## src/hdl/oed_pkg.sv

```systemverilog
`default_nettype none

package oed_pkg;

    localparam logic [7:0] BACKSLASH   = 8'h5C;
    localparam logic [7:0] DIGIT_ZERO  = 8'h30;
    localparam logic [7:0] DIGIT_SEVEN = 8'h37;

    localparam int MAX_RESULTS = 4;
    localparam int CNT_W       = $clog2(MAX_RESULTS);

    // One command holds every result byte caused by one input transaction.
    typedef struct packed {
        logic [MAX_RESULTS-1:0][7:0] bytes;
        logic [CNT_W-1:0]            cnt;   // number of bytes minus one
        logic                        last;
    } cmd_t;

endpackage

`default_nettype wire

```

## src/hdl/oed_front.sv

```systemverilog
`default_nettype none

module oed_front (
    input  wire logic         clk,
    input  wire logic         rst_n,
    input  wire logic         accept,
    input  wire logic [7:0]   in_byte,
    input  wire logic         in_last,
    output oed_pkg::cmd_t     cmd,
    output logic              push,
    output logic [1:0]        held_count
);

    logic [1:0]      held_reg;
    logic [1:0]      held_next;
    logic [1:0][2:0] digits_reg;
    logic [1:0][2:0] digits_next;
    logic [2:0]      n;
    logic            octal;
    logic [2:0]      d;

    assign octal      = (in_byte >= oed_pkg::DIGIT_ZERO) && (in_byte <= oed_pkg::DIGIT_SEVEN);
    assign d          = in_byte[2:0];
    assign held_count = held_reg;

    always_comb
    begin
        cmd         = '0;
        n           = 3'd0;
        held_next   = held_reg;
        digits_next = digits_reg;

        if ((held_reg != 2'd0) && octal)
        begin
            if (held_reg == 2'd3)
            begin
                cmd.bytes[0] = {digits_reg[0][1:0], digits_reg[1], d};
                n            = 3'd1;
                held_next    = 2'd0;
                digits_next  = '0;
            end
            else
            begin
                digits_next[held_reg[1]] = d;
                held_next                = held_reg + 2'd1;
            end
        end
        else
        begin
            if (held_reg >= 2'd1)
            begin
                cmd.bytes[0] = oed_pkg::BACKSLASH;
            end
            if (held_reg >= 2'd2)
            begin
                cmd.bytes[1] = oed_pkg::DIGIT_ZERO | {5'd0, digits_reg[0]};
            end
            if (held_reg == 2'd3)
            begin
                cmd.bytes[2] = oed_pkg::DIGIT_ZERO | {5'd0, digits_reg[1]};
            end
            n           = {1'b0, held_reg};
            held_next   = 2'd0;
            digits_next = '0;
            if (in_byte == oed_pkg::BACKSLASH)
            begin
                held_next = 2'd1;
            end
            else
            begin
                cmd.bytes[n[1:0]] = in_byte;
                n                 = n + 3'd1;
            end
        end

        if (in_last)
        begin
            if (held_next >= 2'd1)
            begin
                cmd.bytes[n[1:0]] = oed_pkg::BACKSLASH;
                n                 = n + 3'd1;
            end
            if (held_next >= 2'd2)
            begin
                cmd.bytes[n[1:0]] = oed_pkg::DIGIT_ZERO | {5'd0, digits_next[0]};
                n                 = n + 3'd1;
            end
            if (held_next == 2'd3)
            begin
                cmd.bytes[n[1:0]] = oed_pkg::DIGIT_ZERO | {5'd0, digits_next[1]};
                n                 = n + 3'd1;
            end
            held_next   = 2'd0;
            digits_next = '0;
        end

        cmd.cnt  = oed_pkg::CNT_W'(n - 3'd1);
        cmd.last = in_last;
        push     = accept && (n != 3'd0);
    end

    always_ff @(posedge clk or negedge rst_n)
    begin
        if (!rst_n)
        begin
            held_reg   <= 2'd0;
            digits_reg <= '0;
        end
        else if (accept)
        begin
            held_reg   <= held_next;
            digits_reg <= digits_next;
        end
    end

endmodule

`default_nettype wire

```

## src/hdl/oed_queue.sv

```systemverilog
`default_nettype none

module oed_queue (
    input  wire logic          clk,
    input  wire logic          rst_n,
    input  wire logic          push,
    input  wire oed_pkg::cmd_t push_cmd,
    input  wire logic          pop,
    output oed_pkg::cmd_t      head,
    output logic               head_valid,
    output logic               full,
    output logic [1:0]         count
);

    oed_pkg::cmd_t mem [2];
    logic          wr_ptr_reg;
    logic          rd_ptr_reg;
    logic [1:0]    count_reg;
    logic          do_push;
    logic          do_pop;

    assign full       = (count_reg == 2'd2);
    assign head_valid = (count_reg != 2'd0);
    assign head       = mem[rd_ptr_reg];
    assign count      = count_reg;
    assign do_push    = push && !full;
    assign do_pop     = pop && head_valid;

    always_ff @(posedge clk)
    begin
        if (do_push)
        begin
            mem[wr_ptr_reg] <= push_cmd;
        end
    end

    always_ff @(posedge clk or negedge rst_n)
    begin
        if (!rst_n)
        begin
            wr_ptr_reg <= 1'b0;
            rd_ptr_reg <= 1'b0;
            count_reg  <= 2'd0;
        end
        else
        begin
            if (do_push)
            begin
                wr_ptr_reg <= !wr_ptr_reg;
            end
            if (do_pop)
            begin
                rd_ptr_reg <= !rd_ptr_reg;
            end
            if (do_push && !do_pop)
            begin
                count_reg <= count_reg + 2'd1;
            end
            else if (do_pop && !do_push)
            begin
                count_reg <= count_reg - 2'd1;
            end
        end
    end

endmodule

`default_nettype wire

```

## src/hdl/oed_back.sv

```systemverilog
`default_nettype none

module oed_back (
    input  wire logic                      clk,
    input  wire logic                      rst_n,
    input  wire oed_pkg::cmd_t             head,
    input  wire logic                      head_valid,
    output logic                           pop,
    output logic [oed_pkg::CNT_W-1:0]      idx,
    output logic                           out_valid,
    input  wire logic                      out_ready,
    output logic [7:0]                     out_byte,
    output logic                           out_last
);

    logic [oed_pkg::CNT_W-1:0] idx_reg;
    logic                      valid_reg;
    logic [7:0]                byte_reg;
    logic                      last_reg;
    logic                      load;
    logic                      at_end;

    assign load      = head_valid && (!valid_reg || out_ready);
    assign at_end    = (idx_reg == head.cnt);
    assign pop       = load && at_end;
    assign idx       = idx_reg;
    assign out_valid = valid_reg;
    assign out_byte  = byte_reg;
    assign out_last  = last_reg;

    always_ff @(posedge clk)
    begin
        if (load)
        begin
            byte_reg <= head.bytes[idx_reg];
            last_reg <= head.last && at_end;
        end
    end

    always_ff @(posedge clk or negedge rst_n)
    begin
        if (!rst_n)
        begin
            idx_reg   <= '0;
            valid_reg <= 1'b0;
        end
        else
        begin
            if (load)
            begin
                valid_reg <= 1'b1;
                idx_reg   <= at_end ? '0 : idx_reg + 1'b1;
            end
            else if (out_ready)
            begin
                valid_reg <= 1'b0;
            end
        end
    end

endmodule

`default_nettype wire

```

## src/hdl/octal_escape_decoder_core.sv

```systemverilog
// The first result of a transaction passes through the command queue and the output register.
// Throughput: one input byte per cycle while each causes at most one result byte and m_axis_tready is high.
// A transaction that causes more than one result byte holds the output side until all are sent; a two-entry
// command queue between the classifier and the serializer absorbs this before s_axis stalls.
// Reset (rst_n, asynchronous, active low) clears held escape state, queue and output valid.
`default_nettype none

module octal_escape_decoder_core (
    input  wire logic       clk,
    input  wire logic       rst_n,
    input  wire logic       s_axis_tvalid,
    output logic            s_axis_tready,
    input  wire logic [7:0] s_axis_tdata,   // [7:0] in_byte
    input  wire logic       s_axis_tlast,
    output logic            m_axis_tvalid,
    input  wire logic       m_axis_tready,
    output logic [7:0]      m_axis_tdata,   // [7:0] out_byte
    output logic            m_axis_tlast
);

    oed_pkg::cmd_t              front_cmd;
    oed_pkg::cmd_t              head;
    logic                       push;
    logic                       pop;
    logic                       head_valid;
    logic                       full;
    logic [1:0]                 q_count;
    logic [1:0]                 held_count;
    logic [oed_pkg::CNT_W-1:0]  idx;
    logic                       accept;

    assign s_axis_tready = !full;
    assign accept        = s_axis_tvalid && s_axis_tready;

    oed_front u_front (
        .clk        (clk),
        .rst_n      (rst_n),
        .accept     (accept),
        .in_byte    (s_axis_tdata),
        .in_last    (s_axis_tlast),
        .cmd        (front_cmd),
        .push       (push),
        .held_count (held_count)
    );

    oed_queue u_queue (
        .clk        (clk),
        .rst_n      (rst_n),
        .push       (push),
        .push_cmd   (front_cmd),
        .pop        (pop),
        .head       (head),
        .head_valid (head_valid),
        .full       (full),
        .count      (q_count)
    );

    oed_back u_back (
        .clk        (clk),
        .rst_n      (rst_n),
        .head       (head),
        .head_valid (head_valid),
        .pop        (pop),
        .idx        (idx),
        .out_valid  (m_axis_tvalid),
        .out_ready  (m_axis_tready),
        .out_byte   (m_axis_tdata),
        .out_last   (m_axis_tlast)
    );

    a_idx_in_range: assert property (@(posedge clk) disable iff (!rst_n)
        head_valid |-> idx <= head.cnt)
        else $error("Serializer index beyond the command length.");

    a_last_clears_held: assert property (@(posedge clk) disable iff (!rst_n)
        accept && s_axis_tlast |=> held_count == 2'd0)
        else $error("Held escape bytes remain after a last transaction.");

    a_queue_bound: assert property (@(posedge clk) disable iff (!rst_n)
        q_count != 2'd3)
        else $error("Command queue overflow.");

    a_idle_index: assert property (@(posedge clk) disable iff (!rst_n)
        !head_valid |-> idx == '0)
        else $error("Serializer index not at zero with an empty queue.");

endmodule

`default_nettype wire

```

## config.mk

```make
export PLATFORM = sky130hd
export DESIGN_NAME = octal_escape_decoder_core
export DESIGN_NICKNAME = d
export VERILOG_FILES = /design/src/hdl/oed_pkg.sv /design/src/hdl/oed_front.sv /design/src/hdl/oed_queue.sv /design/src/hdl/oed_back.sv /design/src/hdl/octal_escape_decoder_core.sv
export SDC_FILE = /design/constraint.sdc
export NUM_CORES = 1
export LEC_CHECK = 0
export BUFFER_PORTS_ARGS = -buffer_cell sky130_fd_sc_hd__buf_2
export CORE_MARGIN = 3
export CORE_UTILIZATION = 45
export DETAILED_ROUTE_END_ITERATION = 10
export HOLD_SLACK_MARGIN = 0.03
export SYNTH_ARGS = -nofsm -noshare
export SYNTH_HDL_FRONTEND = slang
export SYNTH_SLANG_ARGS = --single-unit
```

## constraint.sdc

```tcl
create_clock -name clk -period 16.4 [get_ports clk]
set_input_delay 0.82 -clock clk [delete_from_list [all_inputs] [get_ports clk]]
set_output_delay 0.82 -clock clk [all_outputs]
set_load 0.03 [all_outputs]
```

# ---- Word level (Yosys, flattened, before mapping)
# Memory sizes are Yosys's and may differ from the RTL's.
# Index checks and enable logic that the tools add are counted.
dict set report op_classes {
  n_addsub 9
  n_lt_le_gt_ge 17
  eq_ne 5
  mux 55
  n_bitwise 3
  reduce_logical 28
}
# operator count
set op_table {}
lappend op_table {{32-bit two-way mux} 7}
lappend op_table {{32-bit bitwise mux} 3}
lappend op_table {{8-bit two-way mux} 10}
lappend op_table {{8-bit demux with 2-bit select} 4}
lappend op_table {{6-bit two-way mux} 5}
lappend op_table {{3-bit two-way mux} 9}
lappend op_table {{24-bit two-way mux} 1}
lappend op_table {{16-bit bitwise AND} 1}
lappend op_table {{8-bit binary-select mux with 2-bit select} 1}
lappend op_table {{1-bit logical AND} 16}
lappend op_table {{16-bit NOT} 1}
lappend op_table {{16-bit bitwise OR} 1}
lappend op_table {{2-bit by 3-bit less-than comparator with 1-bit output, second input constant} 5}
lappend op_table {{2-bit by 1-bit greater-or-equal comparator with 1-bit output, second input constant} 6}
lappend op_table {{2-bit two-way mux} 6}
lappend op_table {{3-bit by 1-bit adder with 3-bit output, second input constant} 3}
lappend op_table {{8-bit by 7-bit == test with 1-bit output, second input constant} 1}
lappend op_table {{8-bit by 6-bit greater-or-equal comparator with 1-bit output, second input constant} 1}
lappend op_table {{8-bit by 6-bit less-or-equal comparator with 1-bit output, second input constant} 1}
lappend op_table {{2-bit nonzero test} 4}
lappend op_table {{7-bit two-way mux} 1}
lappend op_table {{2-bit by 1-bit adder with 2-bit output, second input constant} 3}
lappend op_table {{6-bit bitwise mux} 1}
lappend op_table {{2-bit == test, second input constant} 3}
lappend op_table {{other kinds (11)} 23}
dict set report word_totals {
  regBits 24
  ramBits 70
  in_bits 13
  out_inout_bits 11
  n_memories 1
}
# name depth width read_ports rd_ports_with_merged_regs write_ports line_no
set memory_table {}
lappend memory_table {u_queue.mem 2 35 1 0 1 oed_queue.sv:15} ;# oed_pkg::cmd_t mem [2];

# ---- Longest topological paths before layout
dict set report logic_depth {
  word_depth 20
  ltp_mapped 18
  ltp_nobuf 16
}

# ---- Cells and area by module
# Synthesis repeated with hierarchy kept, for this count alone.
dict set report unflattened {
  cells_unflattened 381
  area_unflattened_um2 5001.0
}
# mod n_inst cells_each area_per_inst_um2 seq_area_each_um2
set by_module_without_submodules {}
lappend by_module_without_submodules {oed_queue 1 128 2876.5 2202.1}
lappend by_module_without_submodules {oed_front 1 214 1470.2 200.2}
lappend by_module_without_submodules {oed_back 1 37 644.4 345.3}
lappend by_module_without_submodules {octal_escape_decoder_core 1 2 10.0 0.0}

# ---- Worst setup path after synthesis
# Ideal clock, no wire load.
dict set report synth_timing {
  path_kind {flip-flop to flip-flop}
  start {register u_front.held_reg[0], in the netlist u_front.held_count[0]}
  end {memory u_queue.mem[0][0] in the netlist's numbering (enable)}
  setup_ns 0.427
  arrival_time_ns 5.283
  required_time_ns 15.973
  slack_ns 10.690
  stages_incl_launch_ff 15
  cell_sequence {dfrtp_1 > clkbuf_1 > inv_1 > ha_1 > nor4b_2 > and2_1 > clkbuf_1 > nor2_1 > a21oi_1 > ha_1 > or4bb_1 > or3_1 > o221ai_1 > a2bb2oi_2 > nor2_1}
}
dict set report synth_via {
  elab_chain_cells 17
  word_cells_on_any_way 27
}
# element line_no
set synth_rtl {}
lappend synth_rtl {{from (decl)} oed_front.sv:14} ;# logic [1:0] held_reg;
lappend synth_rtl {{from (signal assigned)} oed_front.sv:111} ;# held_reg <= held_next;
lappend synth_rtl {{2-bit by 1-bit adder with 3-bit output, or another cell as far along} oed_front.sv:72} ;# n = n + 3'd1;
lappend synth_rtl {{3-bit two-way mux, or another cell as far along} oed_front.sv:65} ;# if (in_byte == oed_pkg::BACKSLASH)
lappend synth_rtl {{3-bit two-way mux or 2-bit two-way mux (tied branches)} oed_front.sv:33} ;# if ((held_reg != 2'd0) && octal)
lappend synth_rtl {{3-bit by 1-bit adder with 3-bit output or 2-bit by 1-bit greater-or-equal comparator with 1-bit output (tied branches)} {oed_front.sv:81, oed_front.sv:78}}
lappend synth_rtl {{3-bit two-way mux} oed_front.sv:78} ;# if (held_next >= 2'd1)
lappend synth_rtl {{3-bit two-way mux} oed_front.sv:76} ;# if (in_last)
lappend synth_rtl {{3-bit by 1-bit adder with 3-bit output} oed_front.sv:86} ;# n = n + 3'd1;
lappend synth_rtl {{3-bit two-way mux} oed_front.sv:83} ;# if (held_next >= 2'd2)
lappend synth_rtl {{3-bit two-way mux} oed_front.sv:76}
lappend synth_rtl {{3-bit by 1-bit adder with 3-bit output} oed_front.sv:91} ;# n = n + 3'd1;
lappend synth_rtl {{3-bit two-way mux} oed_front.sv:88} ;# if (held_next == 2'd3)
lappend synth_rtl {{3-bit two-way mux (*)} oed_front.sv:76}
lappend synth_rtl {{3-bit nonzero test (*)} oed_front.sv:99} ;# push = accept && (n != 3'd0);
lappend synth_rtl {{1-bit logical AND (*)} oed_front.sv:99}
lappend synth_rtl {{1-bit logical AND (*)} oed_queue.sv:26} ;# assign do_push = push && !full;
lappend synth_rtl {{1-bit two-way mux (*)} oed_queue.sv:31} ;# if (do_push)
lappend synth_rtl {{1-bit two-way mux (implied by the code) (*)} oed_queue.sv:33} ;# mem[wr_ptr_reg] <= push_cmd;
lappend synth_rtl {{to (decl)} oed_queue.sv:15}
# Every way passes the cells marked *; elsewhere a longest branch is shown, timed or not. The select of a mux whose other input is x is not followed.

# ---- Final worst setup path
dict set report layout_timing {
  start {register u_front.held_reg[1], in the netlist u_front.held_count[1]}
  end {memory u_queue.mem[0][22] in the netlist's numbering (enable)}
}
# Same word-level chain as after synthesis.

==> impl_metrics.json <==
{
  "antenna_found_initial": 0,
  "pre_cts_ws_ns": 11.05,
  "avgRoutedWirePerCell_um": 21.50,
  "area_delta_synth_final_pct": 9.058,
  "cellLeakagePower_nw": 1.945,
  "path_clk_slew_ns": 0.09,
  "sw_frac_of_total_pct": 30.92,
  "critPathRequiredTime_ns": 16.40,
  "path_common_cell": "ha_1",
  "crit_fanout": 35,
  "r2r_slack_ns": 10.93,
  "r2r-end": "u_queue.mem[0][22]",
  "cts_buffers": 9,
  "clkLatencyLatePin_ns": 0.36,
  "fin_util_pct": 51.11,
  "clock_path_buffers": 2,
  "nets": 420,
  "dieArea_um2": 12180,
  "synth_cell_types": 65,
  "die_y_um": 110.4,
  "dieWidth_um": 110.4,
  "first_pass_iters": 5,
  "cts_hold_buffers": 0,
  "ff2ff_path_depth": 13,
  "seq_power_share_pct": 47.9,
  "cts_max_level": 3,
  "ys_ff_latch": 94,
  "via_per_inst": 6.242,
  "drive_gt1_share_pct": 20.90,
  "whs_ns": 0.3569,
  "fin_crit_sh_pct": 33.34,
  "async_flop_share_pct": 15.96,
  "met1_usage_pct": 30.92,
  "min_path_type": "in2async",
  "combinationalPowerShare_pct": 29.3,
  "gr-usage-met2_pct": 30.63,
  "p_sw_mw": 0.2348,
  "root_buffer": "clkbuf_8",
  "ys_seq_area_share_pct": 56.03,
  "p_int_mw": 0.5246,
  "synth-edff-count": 79,
  "crit_chain": "inv_1 > ha_1 > nor4b_2 > and2_1 > nor2_1 > a21oi_1 > ha_1 > or4bb_1 > or3_1 > o221ai_1 > a2bb2oi_2 > nor2_2 > buf_4",
  "post_cts_resized": 0,
  "largest_reg_flops": 70,
  "total_power_mw": 0.7595,
  "core_area_um2": 10460,
  "skew_ns": 0.006493,
  "r2r_start": "u_front.held_count[1]",
  "clock_sinks": 94,
  "fin_tns_setup_ns": 0,
  "hold_viol": 0,
  "p_per_area_nw_per_um2": 142.0,
  "power_frac_clock_pct": 22.8,
  "fp-row-count": 37,
  "grt_overflow": 0,
  "max_slew_margin_pct": 39.35,
  "slew_violations": 0,
  "route.detailed.drc": 0,
  "cts_tree": "done",
  "cp_slowest_cell": "dfrtp_1",
  "drt-total-wl_um": 11570,
  "antenna_left": 0,
  "num_antenna_cells": 0,
  "synth_cells": 383,
  "hpwlAfterDp_um": 7968,
  "synth_area_um2": 4903,
  "io_pins": 24,
  "outcome": "finished, final reports clean",
  "setup_viol": 0,
  "critical_path_class": "reg2reg",
  "seqCellArea_um2": 2748,
  "worst_setup_path_end_kind": "flip-flop",
  "drtIter0Drc": 318,
  "rsz0062_at_grt": "no",
  "grt_pass1_wl_um": 18690,
  "syn-num-nets": 406,
  "period_minus_slack_ns": 5.468,
  "vias": 3358,
  "cp_num_buf_inv": 2,
  "grt_use_total_pct": 20.97,
  "multi_input_area_um2": 1977,
  "grt-busiest-layer": "met1",
  "use_met3_pct": 4.426,
  "grt_max_degree": 36,
  "peakVddDrop_uv": 88.68,
  "setup_slack_ns": 10.93,
  "cap_violations": 0,
  "cts_setup_buffers": 0,
  "max_clock_freq_mhz": 182.9,
  "fill_cells": 925,
  "start_util_pct": 46.87,
  "gp_congestion": 0.9674,
  "port_buffers": 23,
  "tightest_slew_ns": 0.9097,
  "synth_area_per_cell_um2": 12.80,
  "yosys_warnings": 0,
  "grt_pass1_vias": 3267,
  "startpoint_type": "flip-flop",
  "crit_family": "simple AND/OR/NAND/NOR gates",
  "ys.flop_type": "edfxtp_1",
  "max_stage_delay_ns": 0.73,
  "critPathArrivalTime_ns": 5.47
}
## final cells by class
class,count,area share [%]
Clock inverter,6,1.708
Multi-Input combinational cell,247,36.97
Clock buffer,10,2.574
Timing Repair Buffer,30,3.135
Inverter,15,1.053
Tap cell,136,3.182
Sequential cell,94,51.38
## how the worst max path moves through the flow
stage / start / endpoint / slack [ns] / depth (start not counted)
after floorplan: u_front.held_count[0] / u_queue.mem[0][0] / 10.69 / 14
after global placement: u_front.held_count[1] / u_queue.mem[0][24] / 11.17 / 13
after detailed placement: u_front.held_count[1] / u_queue.mem[0][8] / 11.05 / 13
after CTS: u_front.held_count[1] / u_queue.mem[0][23] / 11.04 / 13
after global routing: u_front.held_count[1] / u_queue.mem[0][31] / 10.53 / 13
final: u_front.held_count[1] / u_queue.mem[0][22] / 10.93 / 13
## per-layer routing
metal | vias up | share of wire [%] | wire length, um
li1 | 1525 | - | -
met4 | 0 | 2.2 | 251
met3 | 16 | 7.2 | 829
met1 | 1665 | 45 | 5255
met5 | - | 0 | 0
met2 | 152 | 45 | 5229
## power by group through the flow
stage / Clock, mW / Combinational (mW) / Sequential (mW)
5_1_grt: 0.187 / 0.245 / 0.372
3_5_place_dp: 0 / 0.226 / 0.371
6_report: 0.173 / 0.222 / 0.364
3_3_place_gp: 0 / 0.224 / 0.369
4_1_cts: 0.178 / 0.227 / 0.366
2_1_floorplan: 0 / 0.154 / 0.381
## worst reg2reg max path: cells and delay by family, from the launching register on
| family | cells | cell delay [ns] |
|---|---|---|
| fa+ha+maj | 2 | 0.78 |
| buf+inv | 2 | 0.69 |
| compound gates | 3 | 0.68 |
| simple gates | 6 | 2.21 |
| flops | 1 | 0.73 |
## through the flow
step	area, um2	std cells
floorplan	4903	383
global placement	5119	522
detailed placement	5119	522
CTS	5348	538
global route	5348	538
finish	5348	538
## cells by family after synthesis
group	Yosys count	synth area share [%]
xor gates and xnor gates	7	1.250
DFF	94	56.03
buffers and inverters	42	3.751
and+or+nand+nor	98	10.44
AOI/OAI and AO/OA	95	14.09
adders and majority gates	10	2.552
muxes	37	11.89
## placed cells by master, fill, tap and decap left out, drive strengths merged, types with 4 or more instances in the layout
master and instances:
edfxtp 79, inv 17, o21ai 16, clkbuf 10, a311oi 4, buf 30
nand2 33, nand2b 4, a22o 7, ha 10, o22ai 4, nor3 6
xnor2 4, a21oi 20, o31ai 4, and2 5, dfrtp 15, nor2 13
nor4 5, a22oi 4, mux2i 11, nand3 9, mux4 16, mux2 10
## Yosys cell counts, types with 5 or more instances
cell	instances	share of area, %
ha_1	10	2.6
nor4_1	5	0.64
dfrtp_1	15	7.7
nor3_1	6	0.61
nor2_1	13	1.0
a22o_1	7	1.3
nand2_1	32	2.4
inv_1	15	1.1
mux2_2	10	2.3
mux2i_1	11	2.2
a21oi_1	19	1.9
mux4_2	16	7.3
buf_2	5	0.51
and2_1	5	0.64
nand3_1	9	0.92
o21ai_0	15	1.5
edfxtp_1	79	48
clkbuf_1	17	1.3
No activity file was read; power rests on OpenSTA's default activity.
